===== src/rtl/ptt_pkg.sv =====
`timescale 1ns / 1ps
// Package for the periodic timer table: reset values, codes and the
// sequencer state type. No dependencies.
package ptt_pkg;

  localparam int CHANNEL_COUNT_DEF = 16;

  localparam logic [30:0] MIN_SLEEP_RST = 31'd1000;
  localparam logic [31:0] SLEEP_CAP     = 32'h8000_0000;

  localparam logic ACT_PROGRAM = 1'b0;
  localparam logic ACT_TICK    = 1'b1;

  localparam logic KIND_DUE   = 1'b0;
  localparam logic KIND_SLEEP = 1'b1;

  localparam logic CFG_SLEEP_ENABLE = 1'b0;
  localparam logic CFG_MIN_SLEEP    = 1'b1;

  typedef enum logic [3:0] {
    S_IDLE,
    S_READ,
    S_EVAL,
    S_EMIT,
    S_DIV,
    S_MUL,
    S_ADD,
    S_WRITE,
    S_END
  } ptt_state_t;

endpackage


===== src/rtl/ptt_ram.sv =====
`timescale 1ns / 1ps
// Generic single write port, single read port RAM with registered read data.
// No dependencies.
module ptt_ram #(
  parameter int WIDTH = 32,
  parameter int DEPTH = 16,
  localparam int AW = (DEPTH > 1) ? $clog2(DEPTH) : 1
) (
  input  logic             clk,
  input  logic             we,
  input  logic [AW-1:0]    waddr,
  input  logic [WIDTH-1:0] wdata,
  input  logic [AW-1:0]    raddr,
  output logic [WIDTH-1:0] rdata
);

  logic [WIDTH-1:0] mem [DEPTH];

  always_ff @(posedge clk) begin
    if (we) begin
      mem[waddr] <= wdata;
    end
    rdata <= mem[raddr];
  end

endmodule


===== src/rtl/ptt_div.sv =====
`timescale 1ns / 1ps
// Restoring 32-bit unsigned divider, one quotient bit per cycle.
// No dependencies; the divisor must be non-zero.
module ptt_div (
  input  logic        clk,
  input  logic        rst_n,
  input  logic        start,
  input  logic [31:0] dividend,
  input  logic [31:0] divisor,
  output logic        done,
  output logic [31:0] quotient
);

  logic [31:0] rem_r, rem_nxt;
  logic [31:0] quo_r, quo_nxt;
  logic [31:0] dvs_r, dvs_nxt;
  logic [5:0]  cnt_r, cnt_nxt;
  logic        busy_r, busy_nxt;
  logic        done_r, done_nxt;
  logic [32:0] trial;

  always_comb begin
    rem_nxt  = rem_r;
    quo_nxt  = quo_r;
    dvs_nxt  = dvs_r;
    cnt_nxt  = cnt_r;
    busy_nxt = busy_r;
    done_nxt = 1'b0;
    trial    = {rem_r, quo_r[31]} - {1'b0, dvs_r};
    if (start) begin
      rem_nxt  = '0;
      quo_nxt  = dividend;
      dvs_nxt  = divisor;
      cnt_nxt  = '0;
      busy_nxt = 1'b1;
    end else if (busy_r) begin
      if (!trial[32]) begin
        rem_nxt = trial[31:0];
        quo_nxt = {quo_r[30:0], 1'b1};
      end else begin
        rem_nxt = {rem_r[30:0], quo_r[31]};
        quo_nxt = {quo_r[30:0], 1'b0};
      end
      cnt_nxt = cnt_r + 6'd1;
      if (cnt_r == 6'd31) begin
        busy_nxt = 1'b0;
        done_nxt = 1'b1;
      end
    end
  end

  always_ff @(posedge clk) begin
    if (!rst_n) begin
      busy_r <= 1'b0;
      done_r <= 1'b0;
      cnt_r  <= '0;
    end else begin
      busy_r <= busy_nxt;
      done_r <= done_nxt;
      cnt_r  <= cnt_nxt;
    end
    rem_r <= rem_nxt;
    quo_r <= quo_nxt;
    dvs_r <= dvs_nxt;
  end

  assign done     = done_r;
  assign quotient = quo_r;

endmodule


===== src/rtl/periodic_timer_table.sv =====
`timescale 1ns / 1ps
// Periodic timer table. A program transfer writes a channel's due time and interval.
// A tick walks every channel through the due-time and interval memories: read, evaluate
// and write for a channel that is not due, plus an emit step for a due channel, plus
// divide, multiply and add steps when missed periods are skipped, the divide waiting on
// the serial divider. The end of the walk sends the remaining reports, with any result
// stall holding them. Depends on ptt_pkg, ptt_ram and ptt_div.
module periodic_timer_table import ptt_pkg::*; #(
  parameter int CHANNEL_COUNT = CHANNEL_COUNT_DEF
) (
  input  logic        clk,
  input  logic        rst_n,
  input  logic        cfg_we,
  input  logic        cfg_index,
  input  logic [30:0] cfg_wdata,
  input  logic        in_valid,
  output logic        in_stall,
  input  logic        in_action,
  input  logic [3:0]  in_channel,
  input  logic [31:0] in_time_value,
  input  logic [31:0] in_period,
  output logic        out_valid,
  input  logic        out_stall,
  output logic        out_kind,
  output logic [3:0]  out_due_channel,
  output logic        out_sleep_ok,
  output logic [31:0] out_sleep_time,
  output logic        out_last
);

  localparam int AW = (CHANNEL_COUNT > 1) ? $clog2(CHANNEL_COUNT) : 1;
  localparam logic [AW-1:0] LAST_IDX = AW'(CHANNEL_COUNT - 1);

  ptt_state_t state_r, state_nxt;
  logic [AW-1:0] idx_r, idx_nxt;
  logic [31:0] now_r, now_nxt;
  logic [31:0] due_r, due_nxt;
  logic [31:0] iv_r, iv_nxt;
  logic [31:0] t_r, t_nxt;
  logic [31:0] new_due_r, new_due_nxt;
  logic [31:0] prod_r, prod_nxt;
  logic [31:0] best_r, best_nxt;
  logic        ok_r, ok_nxt;
  logic        hit_r, hit_nxt;
  logic        pend_v_r, pend_v_nxt;
  logic [AW-1:0] pend_ch_r, pend_ch_nxt;
  logic [CHANNEL_COUNT-1:0] valid_r, valid_nxt;
  logic        sleep_en_r;
  logic [30:0] min_sleep_r;

  logic        out_valid_r, out_valid_nxt;
  logic        out_kind_r, out_kind_nxt;
  logic [3:0]  out_ch_r, out_ch_nxt;
  logic        out_ok_r, out_ok_nxt;
  logic [31:0] out_time_r, out_time_nxt;
  logic        out_last_r, out_last_nxt;

  logic          due_we, iv_we;
  logic [AW-1:0] waddr;
  logic [31:0]   due_wdata;
  logic [31:0]   rd_due, rd_iv;
  logic          div_start, div_done;
  logic [31:0]   div_dividend, div_quo;
  logic          out_free;
  logic [31:0]   ev_due, ev_iv, ev_diff, adv, fold_delta;

  ptt_ram #(.WIDTH(32), .DEPTH(CHANNEL_COUNT)) u_due_ram (
    .clk(clk), .we(due_we), .waddr(waddr), .wdata(due_wdata),
    .raddr(idx_r), .rdata(rd_due)
  );

  ptt_ram #(.WIDTH(32), .DEPTH(CHANNEL_COUNT)) u_iv_ram (
    .clk(clk), .we(iv_we), .waddr(waddr), .wdata(in_period),
    .raddr(idx_r), .rdata(rd_iv)
  );

  ptt_div u_div (
    .clk(clk), .rst_n(rst_n), .start(div_start), .dividend(div_dividend),
    .divisor(iv_r), .done(div_done), .quotient(div_quo)
  );

  assign out_free = !out_valid_r || !out_stall;
  assign ev_due   = valid_r[idx_r] ? rd_due : '0;
  assign ev_iv    = valid_r[idx_r] ? rd_iv : '0;
  assign ev_diff  = ev_due - now_r;
  assign adv      = due_r + iv_r;
  assign div_dividend = now_r - adv;
  assign fold_delta   = new_due_r - now_r;

  always_comb begin
    state_nxt     = state_r;
    idx_nxt       = idx_r;
    now_nxt       = now_r;
    due_nxt       = due_r;
    iv_nxt        = iv_r;
    t_nxt         = t_r;
    new_due_nxt   = new_due_r;
    prod_nxt      = prod_r;
    best_nxt      = best_r;
    ok_nxt        = ok_r;
    hit_nxt       = hit_r;
    pend_v_nxt    = pend_v_r;
    pend_ch_nxt   = pend_ch_r;
    valid_nxt     = valid_r;
    out_valid_nxt = out_valid_r;
    out_kind_nxt  = out_kind_r;
    out_ch_nxt    = out_ch_r;
    out_ok_nxt    = out_ok_r;
    out_time_nxt  = out_time_r;
    out_last_nxt  = out_last_r;
    due_we        = 1'b0;
    iv_we         = 1'b0;
    waddr         = idx_r;
    due_wdata     = new_due_r;
    div_start     = 1'b0;

    if (out_valid_r && !out_stall) begin
      out_valid_nxt = 1'b0;
    end

    unique case (state_r)
      S_IDLE: begin
        if (in_valid) begin
          if (in_action == ACT_PROGRAM) begin
            if ({5'd0, in_channel} < 9'(CHANNEL_COUNT)) begin
              due_we    = 1'b1;
              iv_we     = 1'b1;
              waddr     = AW'(in_channel);
              due_wdata = in_time_value;
              valid_nxt[AW'(in_channel)] = 1'b1;
            end
          end else begin
            now_nxt    = in_time_value;
            idx_nxt    = '0;
            best_nxt   = SLEEP_CAP;
            ok_nxt     = 1'b1;
            pend_v_nxt = 1'b0;
            state_nxt  = S_READ;
          end
        end
      end
      S_READ: begin
        state_nxt = S_EVAL;
      end
      S_EVAL: begin
        due_nxt = ev_due;
        iv_nxt  = ev_iv;
        if (ev_due != '0 && (ev_diff[31] || ev_diff == '0)) begin
          hit_nxt   = 1'b1;
          state_nxt = S_EMIT;
        end else begin
          hit_nxt     = 1'b0;
          new_due_nxt = ev_due;
          state_nxt   = S_WRITE;
        end
      end
      S_EMIT: begin
        if (!pend_v_r || out_free) begin
          if (pend_v_r) begin
            out_valid_nxt = 1'b1;
            out_kind_nxt  = KIND_DUE;
            out_ch_nxt    = 4'(pend_ch_r);
            out_ok_nxt    = 1'b0;
            out_time_nxt  = '0;
            out_last_nxt  = 1'b0;
          end
          pend_v_nxt  = 1'b1;
          pend_ch_nxt = idx_r;
          t_nxt       = adv;
          if (iv_r == '0) begin
            new_due_nxt = '0;
            state_nxt   = S_WRITE;
          end else if (adv[31:0] - now_r >= SLEEP_CAP) begin
            div_start = 1'b1;
            state_nxt = S_DIV;
          end else begin
            new_due_nxt = adv;
            state_nxt   = S_WRITE;
          end
        end
      end
      S_DIV: begin
        if (div_done) begin
          state_nxt = S_MUL;
        end
      end
      S_MUL: begin
        prod_nxt  = (div_quo + 32'd1) * iv_r;
        state_nxt = S_ADD;
      end
      S_ADD: begin
        new_due_nxt = t_r + prod_r;
        state_nxt   = S_WRITE;
      end
      S_WRITE: begin
        due_we = hit_r;
        if (new_due_r != '0) begin
          if ($signed(fold_delta) < $signed({1'b0, min_sleep_r})) begin
            ok_nxt = 1'b0;
          end else if (fold_delta < best_r) begin
            best_nxt = fold_delta;
          end
        end
        if (idx_r == LAST_IDX) begin
          state_nxt = S_END;
        end else begin
          idx_nxt   = idx_r + AW'(1);
          state_nxt = S_READ;
        end
      end
      S_END: begin
        if (out_free) begin
          if (pend_v_r) begin
            out_valid_nxt = 1'b1;
            out_kind_nxt  = KIND_DUE;
            out_ch_nxt    = 4'(pend_ch_r);
            out_ok_nxt    = 1'b0;
            out_time_nxt  = '0;
            out_last_nxt  = !sleep_en_r;
            pend_v_nxt    = 1'b0;
            if (!sleep_en_r) begin
              state_nxt = S_IDLE;
            end
          end else begin
            if (sleep_en_r) begin
              out_valid_nxt = 1'b1;
              out_kind_nxt  = KIND_SLEEP;
              out_ch_nxt    = '0;
              out_ok_nxt    = ok_r;
              out_time_nxt  = ok_r ? best_r : '0;
              out_last_nxt  = 1'b1;
            end
            state_nxt = S_IDLE;
          end
        end
      end
      default: begin
        state_nxt = S_IDLE;
      end
    endcase
  end

  always_ff @(posedge clk) begin
    if (!rst_n) begin
      state_r     <= S_IDLE;
      valid_r     <= '0;
      pend_v_r    <= 1'b0;
      out_valid_r <= 1'b0;
      sleep_en_r  <= 1'b0;
      min_sleep_r <= MIN_SLEEP_RST;
    end else begin
      state_r     <= state_nxt;
      valid_r     <= valid_nxt;
      pend_v_r    <= pend_v_nxt;
      out_valid_r <= out_valid_nxt;
      if (cfg_we) begin
        unique case (cfg_index)
          CFG_SLEEP_ENABLE: sleep_en_r  <= cfg_wdata[0];
          CFG_MIN_SLEEP:    min_sleep_r <= cfg_wdata;
          default: ;
        endcase
      end
    end
    idx_r      <= idx_nxt;
    now_r      <= now_nxt;
    due_r      <= due_nxt;
    iv_r       <= iv_nxt;
    t_r        <= t_nxt;
    new_due_r  <= new_due_nxt;
    prod_r     <= prod_nxt;
    best_r     <= best_nxt;
    ok_r       <= ok_nxt;
    hit_r      <= hit_nxt;
    pend_ch_r  <= pend_ch_nxt;
    out_kind_r <= out_kind_nxt;
    out_ch_r   <= out_ch_nxt;
    out_ok_r   <= out_ok_nxt;
    out_time_r <= out_time_nxt;
    out_last_r <= out_last_nxt;
  end

  assign in_stall        = (state_r != S_IDLE);
  assign out_valid       = out_valid_r;
  assign out_kind        = out_kind_r;
  assign out_due_channel = out_ch_r;
  assign out_sleep_ok    = out_ok_r;
  assign out_sleep_time  = out_time_r;
  assign out_last        = out_last_r;

endmodule


===== config.mk =====
export PLATFORM = sky130hd
export DESIGN_NAME = periodic_timer_table
export DESIGN_NICKNAME = d
export VERILOG_FILES = /design/src/rtl/ptt_pkg.sv /design/src/rtl/ptt_ram.sv /design/src/rtl/ptt_div.sv /design/src/rtl/periodic_timer_table.sv
export SDC_FILE = /design/constraint.sdc
export NUM_CORES = 2
export LEC_CHECK = 0
export BUFFER_PORTS_ARGS = -buffer_cell sky130_fd_sc_hd__buf_2
export CAP_MARGIN = 0
export CELL_PAD_IN_SITES_DETAIL_PLACEMENT = 0
export CELL_PAD_IN_SITES_GLOBAL_PLACEMENT = 1
export CORE_UTILIZATION = 54
export DETAILED_ROUTE_END_ITERATION = 8
export PLACE_DENSITY = 0.88
export SLEW_MARGIN = 20
export SYNTH_ARGS = -nofsm -noshare
export SYNTH_HDL_FRONTEND = slang
export SYNTH_SLANG_ARGS = --single-unit

===== constraint.sdc =====
create_clock -name clk -period 8.9 [get_ports clk]
set_clock_uncertainty 0.15 [all_clocks]
set_input_delay 0.445 -clock clk [delete_from_list [all_inputs] [get_ports clk]]
set_output_delay 0.445 -clock clk [all_outputs]
set_load 0.02 [all_outputs]

* Yosys cells after proc, flatten, opt, wreduce, memory -nomap -nowiden
Memories as Yosys holds them, arrays and structs flattened. A register that Yosys moved wholly into a read port is not among the register bits. Index checks and enable logic that the tools add are counted.
Word-level totals: bits in registers 431, memories 2, bits in writable memories 1024, word-level logic and storage cells 214, output and inout bits 41, input port bits 106
Operators by class: bitwise logic cells 5, reduce and logical (&&, ||, !) cells 35, add/sub/neg operators 10, muxes and demuxes 102, multipliers 1, magnitude comparators 6, equality and inequality tests 25
Memories:
- u_due_ram.mem | depth 16, bits a word 32, read ports 1, clocked after Yosys merged registers in 1, write ports 1, RTL line ptt_ram.sv:17 | logic [WIDTH-1:0] mem [DEPTH];
- u_iv_ram.mem | depth 16, bits a word 32, read ports 1, clocked after Yosys merged registers in 1, write ports 1, RTL line ptt_ram.sv:17
Operators with widths (number):
- 32-bit two-way mux | 22
- 32-bit case mux with 2 select lines | 2
- 32-bit subtractor | 4
- 32-bit case mux with 3 select lines | 1
- 4-bit two-way mux | 19
- 32-bit adder | 2
- 32-bit zero test | 2
- 32-bit < comparator | 2
- 32-bit nonzero test | 2
- 1-bit two-way mux | 43
- 4-bit case mux with 9 select lines | 1
- 33-bit by 32-bit subtractor with 33-bit output | 1
- 32-bit by 1-bit adder with 32-bit output (second input constant) | 1
- 32-bit greater-or-equal comparator (second input constant) | 1
- 32-bit by 32-bit multiplier with 32-bit output | 1
- 2-bit != test (second input constant) | 11
- 4-bit by 3-bit equality test with 1-bit output (second input constant) | 4
- 16-bit bitwise OR | 1
- 4-bit case mux with 2 select lines | 2
- 5-bit AND reduction | 3
- 1-bit case mux with 2 select lines | 6
- 6-bit AND reduction | 2
- 4-bit by 5-bit < comparator with 1-bit output (second input constant) | 2
- 3-bit != test (second input constant) | 3
- 26 further kinds | 46

* Depth between registers and ports, before layout
depth after elaboration 9, depth in mapped cells 32, depth with buffers taken out 31

* Hierarchy
Synthesis repeated with hierarchy kept, for this count alone.
Second synthesis, totals: cell total of the unflattened synthesis 6333, area total of the unflattened synthesis 84116.9 µm²
Modules (own cells, without submodules):
- ptt_ram | cells each 838, area each 19835.3 µm², instances 2
- periodic_timer_table | cells each 4111, area each 38665.8 µm², instances 1
- ptt_div | cells each 546, area each 5780.5 µm², instances 1

* Least setup slack after synthesis
OpenSTA, ideal clock, no wires.
path type register to register, start point reg u_div.quo_r[0] (netlist: u_div.quotient[0]), end point reg prod_r[30], data pin, arrival time 7.690 ns, slack 0.798 ns, cell stages (with the launch flop) 30, buffers on the path 2, clock period less this slack 8.102 ns, library setup time 0.262 ns, path through edfxtp_1 > ha_1 > and4_2 > nand4_4 > xnor2_1 > clkbuf_1 > clkbuf_1 > and2_1 > fa_1 > fa_1 > fa_1 > inv_1 > fa_1 > inv_1 > fa_1 > inv_1 > fa_1 > inv_1 > fa_1 > fa_1 > ha_1 > and3_1 > nor2b_1 > a41oi_1 > a32oi_1 > a41oi_1 > a21oi_1 > a21oi_1 > o21bai_1 > xor2_1
On the way: word-level cells in the longest chain between the ends 2
RTL lines:
- start: declaration | RTL line ptt_div.sv:15 | logic [31:0] quo_r, quo_nxt;
- start signal: assignment | RTL line ptt_div.sv:63 | quo_r <= quo_nxt;
- 32-bit by 1-bit adder with 32-bit output | RTL line periodic_timer_table.sv:188 | prod_nxt = (div_quo + 32'd1) * iv_r;
- 32-bit by 32-bit multiplier with 32-bit output | RTL line periodic_timer_table.sv:188
- end signal: assignment | RTL line periodic_timer_table.sv:270 | prod_r <= prod_nxt;
- end: declaration | RTL line periodic_timer_table.sv:41 | logic [31:0] prod_r, prod_nxt;
No other way between the ends. A chain may end at the register's enable or synchronous reset.

* Worst setup path after layout
start point reg u_div.quo_r[0] (netlist: u_div.quotient[0]), end point reg prod_r[31], data pin
The elaborated chain is that of the path after synthesis.

==> metrics.cfg <==
[place]
io_buffers=146
place.gp.congestion=0.9860
hpwl_um=163800
placed_cell_area_um2=88870

[setup_path]
end_kind=flop
required_ns=9.26
critPathLaunchType=flop
slowest_delay_ns=0.55
path_max_fanout=13
r2r-end=prod_r[31]
rr_startpoint=u_div.quotient[0]
rrSetupSlack_ns=0.34
cp_slowest_cell=fa_1
cp_data_arrival_time_ns=8.93
path_class=reg -> reg
rr_worst_depth=29

[drt]
vias_per_cell=6.179
dr.pass1.iters=6
postRouteAntennaNets=0
initialDrtViolationCount=6027
wl_per_cell_um=27.81
drt-total-wl_um=244800
vias=54400
drcViolationCount=0

[cells_and_area]
area_growth_syn_to_layout_pct=12.35
drive_gt1_frac=0.1553
finalInstanceArea_um2=95390
final_core_util=0.6107
n_fill_cell=11600
nets=7528

[hold_path]
min-delay-start=in_valid
whs_path_depth=5
hold_class=in -> reg
min_to=pend_v_r

[synthesis]
avgSynthCellArea_um2=13.53
yosysTopAreaCellShare=0.4813
synthCells=6276
ys_ff_latch=1519
ys_seq_area_frac=0.5186
syn-cell-area_um2=84910
synth_nets=7201
ys_warn_count=0
synth_edf_count=1361
synthArstFlopShare=0
yosys-top-cells-area=edfxtp_1 (48%), fa_1 (9.8%), mux4_2 (8.6%)
ys_types=111
synthTopCellsByCount=edfxtp_1 (1361), inv_1 (639), nand2_1 (549)
synth_top_area_cell=edfxtp_1
synth_flop_cell=edfxtp_1
yosysMostFrequentCell=edfxtp_1

[sta]
period_needed_ns=8.564
hold_viol_final=0
fmax_mhz=116.8
maxSlewViolCount=0
relSlewSlack=0.2083
worst_slew_pin_slew_ns=1.188
setup_viol=0
setup_tns_ns=0
finalCritPeriodShare=0.9623

[clock_tree]
clk_latency_ns=0.83
cts_tree=yes
cts.sink_count=1519
path_clk_slew_ns=0.06
cts-root-buf=clkbuf_16
clockBufferDepth=3
htree_levels=4
numCtsBuffers=153

[global_route]
grt_use_total=0.3120
grt_pass1_vias=55260
gr-total-overflow=0
antenna_found_initial=26
grt_pass1_wl_um=359900
grt_max_degree=118

[die]
initial_core_util=0.5436
core_um2=156200
die_w_um=398.5
die_area_um2=158800
rows=145
io_pins=147
fp.dieH_um=398.5

[status]
status=complete, no violations

[run]
cap_violations=0

==> cell families after synthesis <==
| group | share of synthesized area |
|---|---|
| adders and majority gates | 0.1573 |
| xor gates and xnor gates | 0.02691 |
| muxes | 0.09547 |
| AOI/OAI and AO/OA | 0.06787 |
| buffers and inverters | 0.04010 |
| and+or+nand+nor | 0.09378 |
| DFF | 0.5186 |
==> timing repair <==
action | in CTS | in global routing
hold endpoints to repair | 579 | 0
gates resized for setup | 0 | 12
hold buffers | 100 | 0
setup buffers | 0 | 2
endpoints found under the setup margin | 0 | 3
==> layer usage <==
layer / track usage / up-vias / routed length, um
met5: 0 / - / 188
met4: 0.1156 / 28 / 9985
met3: 0.08106 / 617 / 26370
met2: 0.4917 / 3023 / 113300
met1: 0.4184 / 27480 / 95030
li1: - / 23260 / -
==> cell type report <==
| cell class | count | area [um^2] | share of cell area |
|---|---|---|---|
| inverter | 641 | 2409 | 0.02525 |
| sequential | 1519 | 44030 | 0.4616 |
| clock inverter | 76 | 1120 | 0.01174 |
| clock buffer | 210 | 4244 | 0.04449 |
| antenna | 12 | 30.03 | 0.0003148 |
| tap | 2058 | 2575 | 0.02699 |
| multi-input combinational | 3869 | 37900 | 0.3973 |
| timing repair buffer | 419 | 3083 | 0.03232 |
==> worst max-delay path, delay by kind of cell, from the launching register on <==
| family | cells | cell delay [ns] |
|---|---|---|
| xor+xnor | 11 | 2.40 |
| fa+ha+maj | 9 | 4.12 |
| buf+inv | 6 | 0.56 |
| flops | 1 | 0.39 |
| simple gates | 3 | 0.65 |
==> stage by stage <==
stage / instances / hold WS (ns) / setup slack [ns]
2_1_floorplan: 6276 / 0.2744 / 0.7979
3_3_place_gp: 8402 / 0.2903 / 0.4134
3_5_place_dp: 8402 / 0.2982 / 0.2743
4_1_cts: 8788 / 0.06381 / 0.2253
5_1_grt: 8799 / 0.1316 / -0.03082
6_report: 8804 / 0.1001 / 0.3357
==> worst max-delay path by stage <==
| stage | slack (ns) | start | end |
|---|---|---|---|
| after floorplan | 0.80 | u_div.quotient[0] | prod_r[30] |
| after global placement | 0.41 | u_div.quotient[2] | prod_r[31] |
| after detailed placement | 0.27 | u_div.quotient[2] | prod_r[31] |
| after CTS | 0.23 | u_div.quotient[2] | prod_r[31] |
| after global routing | -0.03 | u_div.quotient[0] | prod_r[31] |
| final | 0.34 | u_div.quotient[0] | prod_r[31] |
==> cell usage in the layout (no fill, tap or decap), types with 52 or more instances in the layout <==
master,count
xnor2_1,172
buf_2,146
nor2_1,196
a21oi_1,176
dfxtp_1,157
nand3_1,71
a21o_1,110
ha_1,405
and3_1,64
inv_1,639
nand2_1,549
clkbuf_16,154
mux4_2,325
fa_1,414
edfxtp_1,1361
nand2b_1,52
dlygate4sd3_1,100
o21a_1,70
o21ai_0,132
and2_1,351
nor2b_1,59
buf_4,168
nor3_1,57
xor2_1,68
==> flip-flops by register name, indices dropped and copies added (netlist names), 4 cells and up <==
register         cells
t_r                 32
iv_r                32
now_r               32
out_sleep_time      32
out_due_channel      4
u_iv_ram.rdata      32
valid_r             16
best_r              32
u_div.quotient      32
new_due_r           32
state_r              4
u_due_ram.mem      512
u_due_ram.rdata     32
min_sleep_r         31
pend_ch_r            4
u_div.dvs_r         32
u_iv_ram.mem       512
due_r               32
u_div.cnt_r          6
idx_r                4
u_div.rem_r         32
prod_r              32
Power is left out: the tool's default activity adds up to more than one toggle a clock period on the data nets, which glitch-free logic cannot reach.
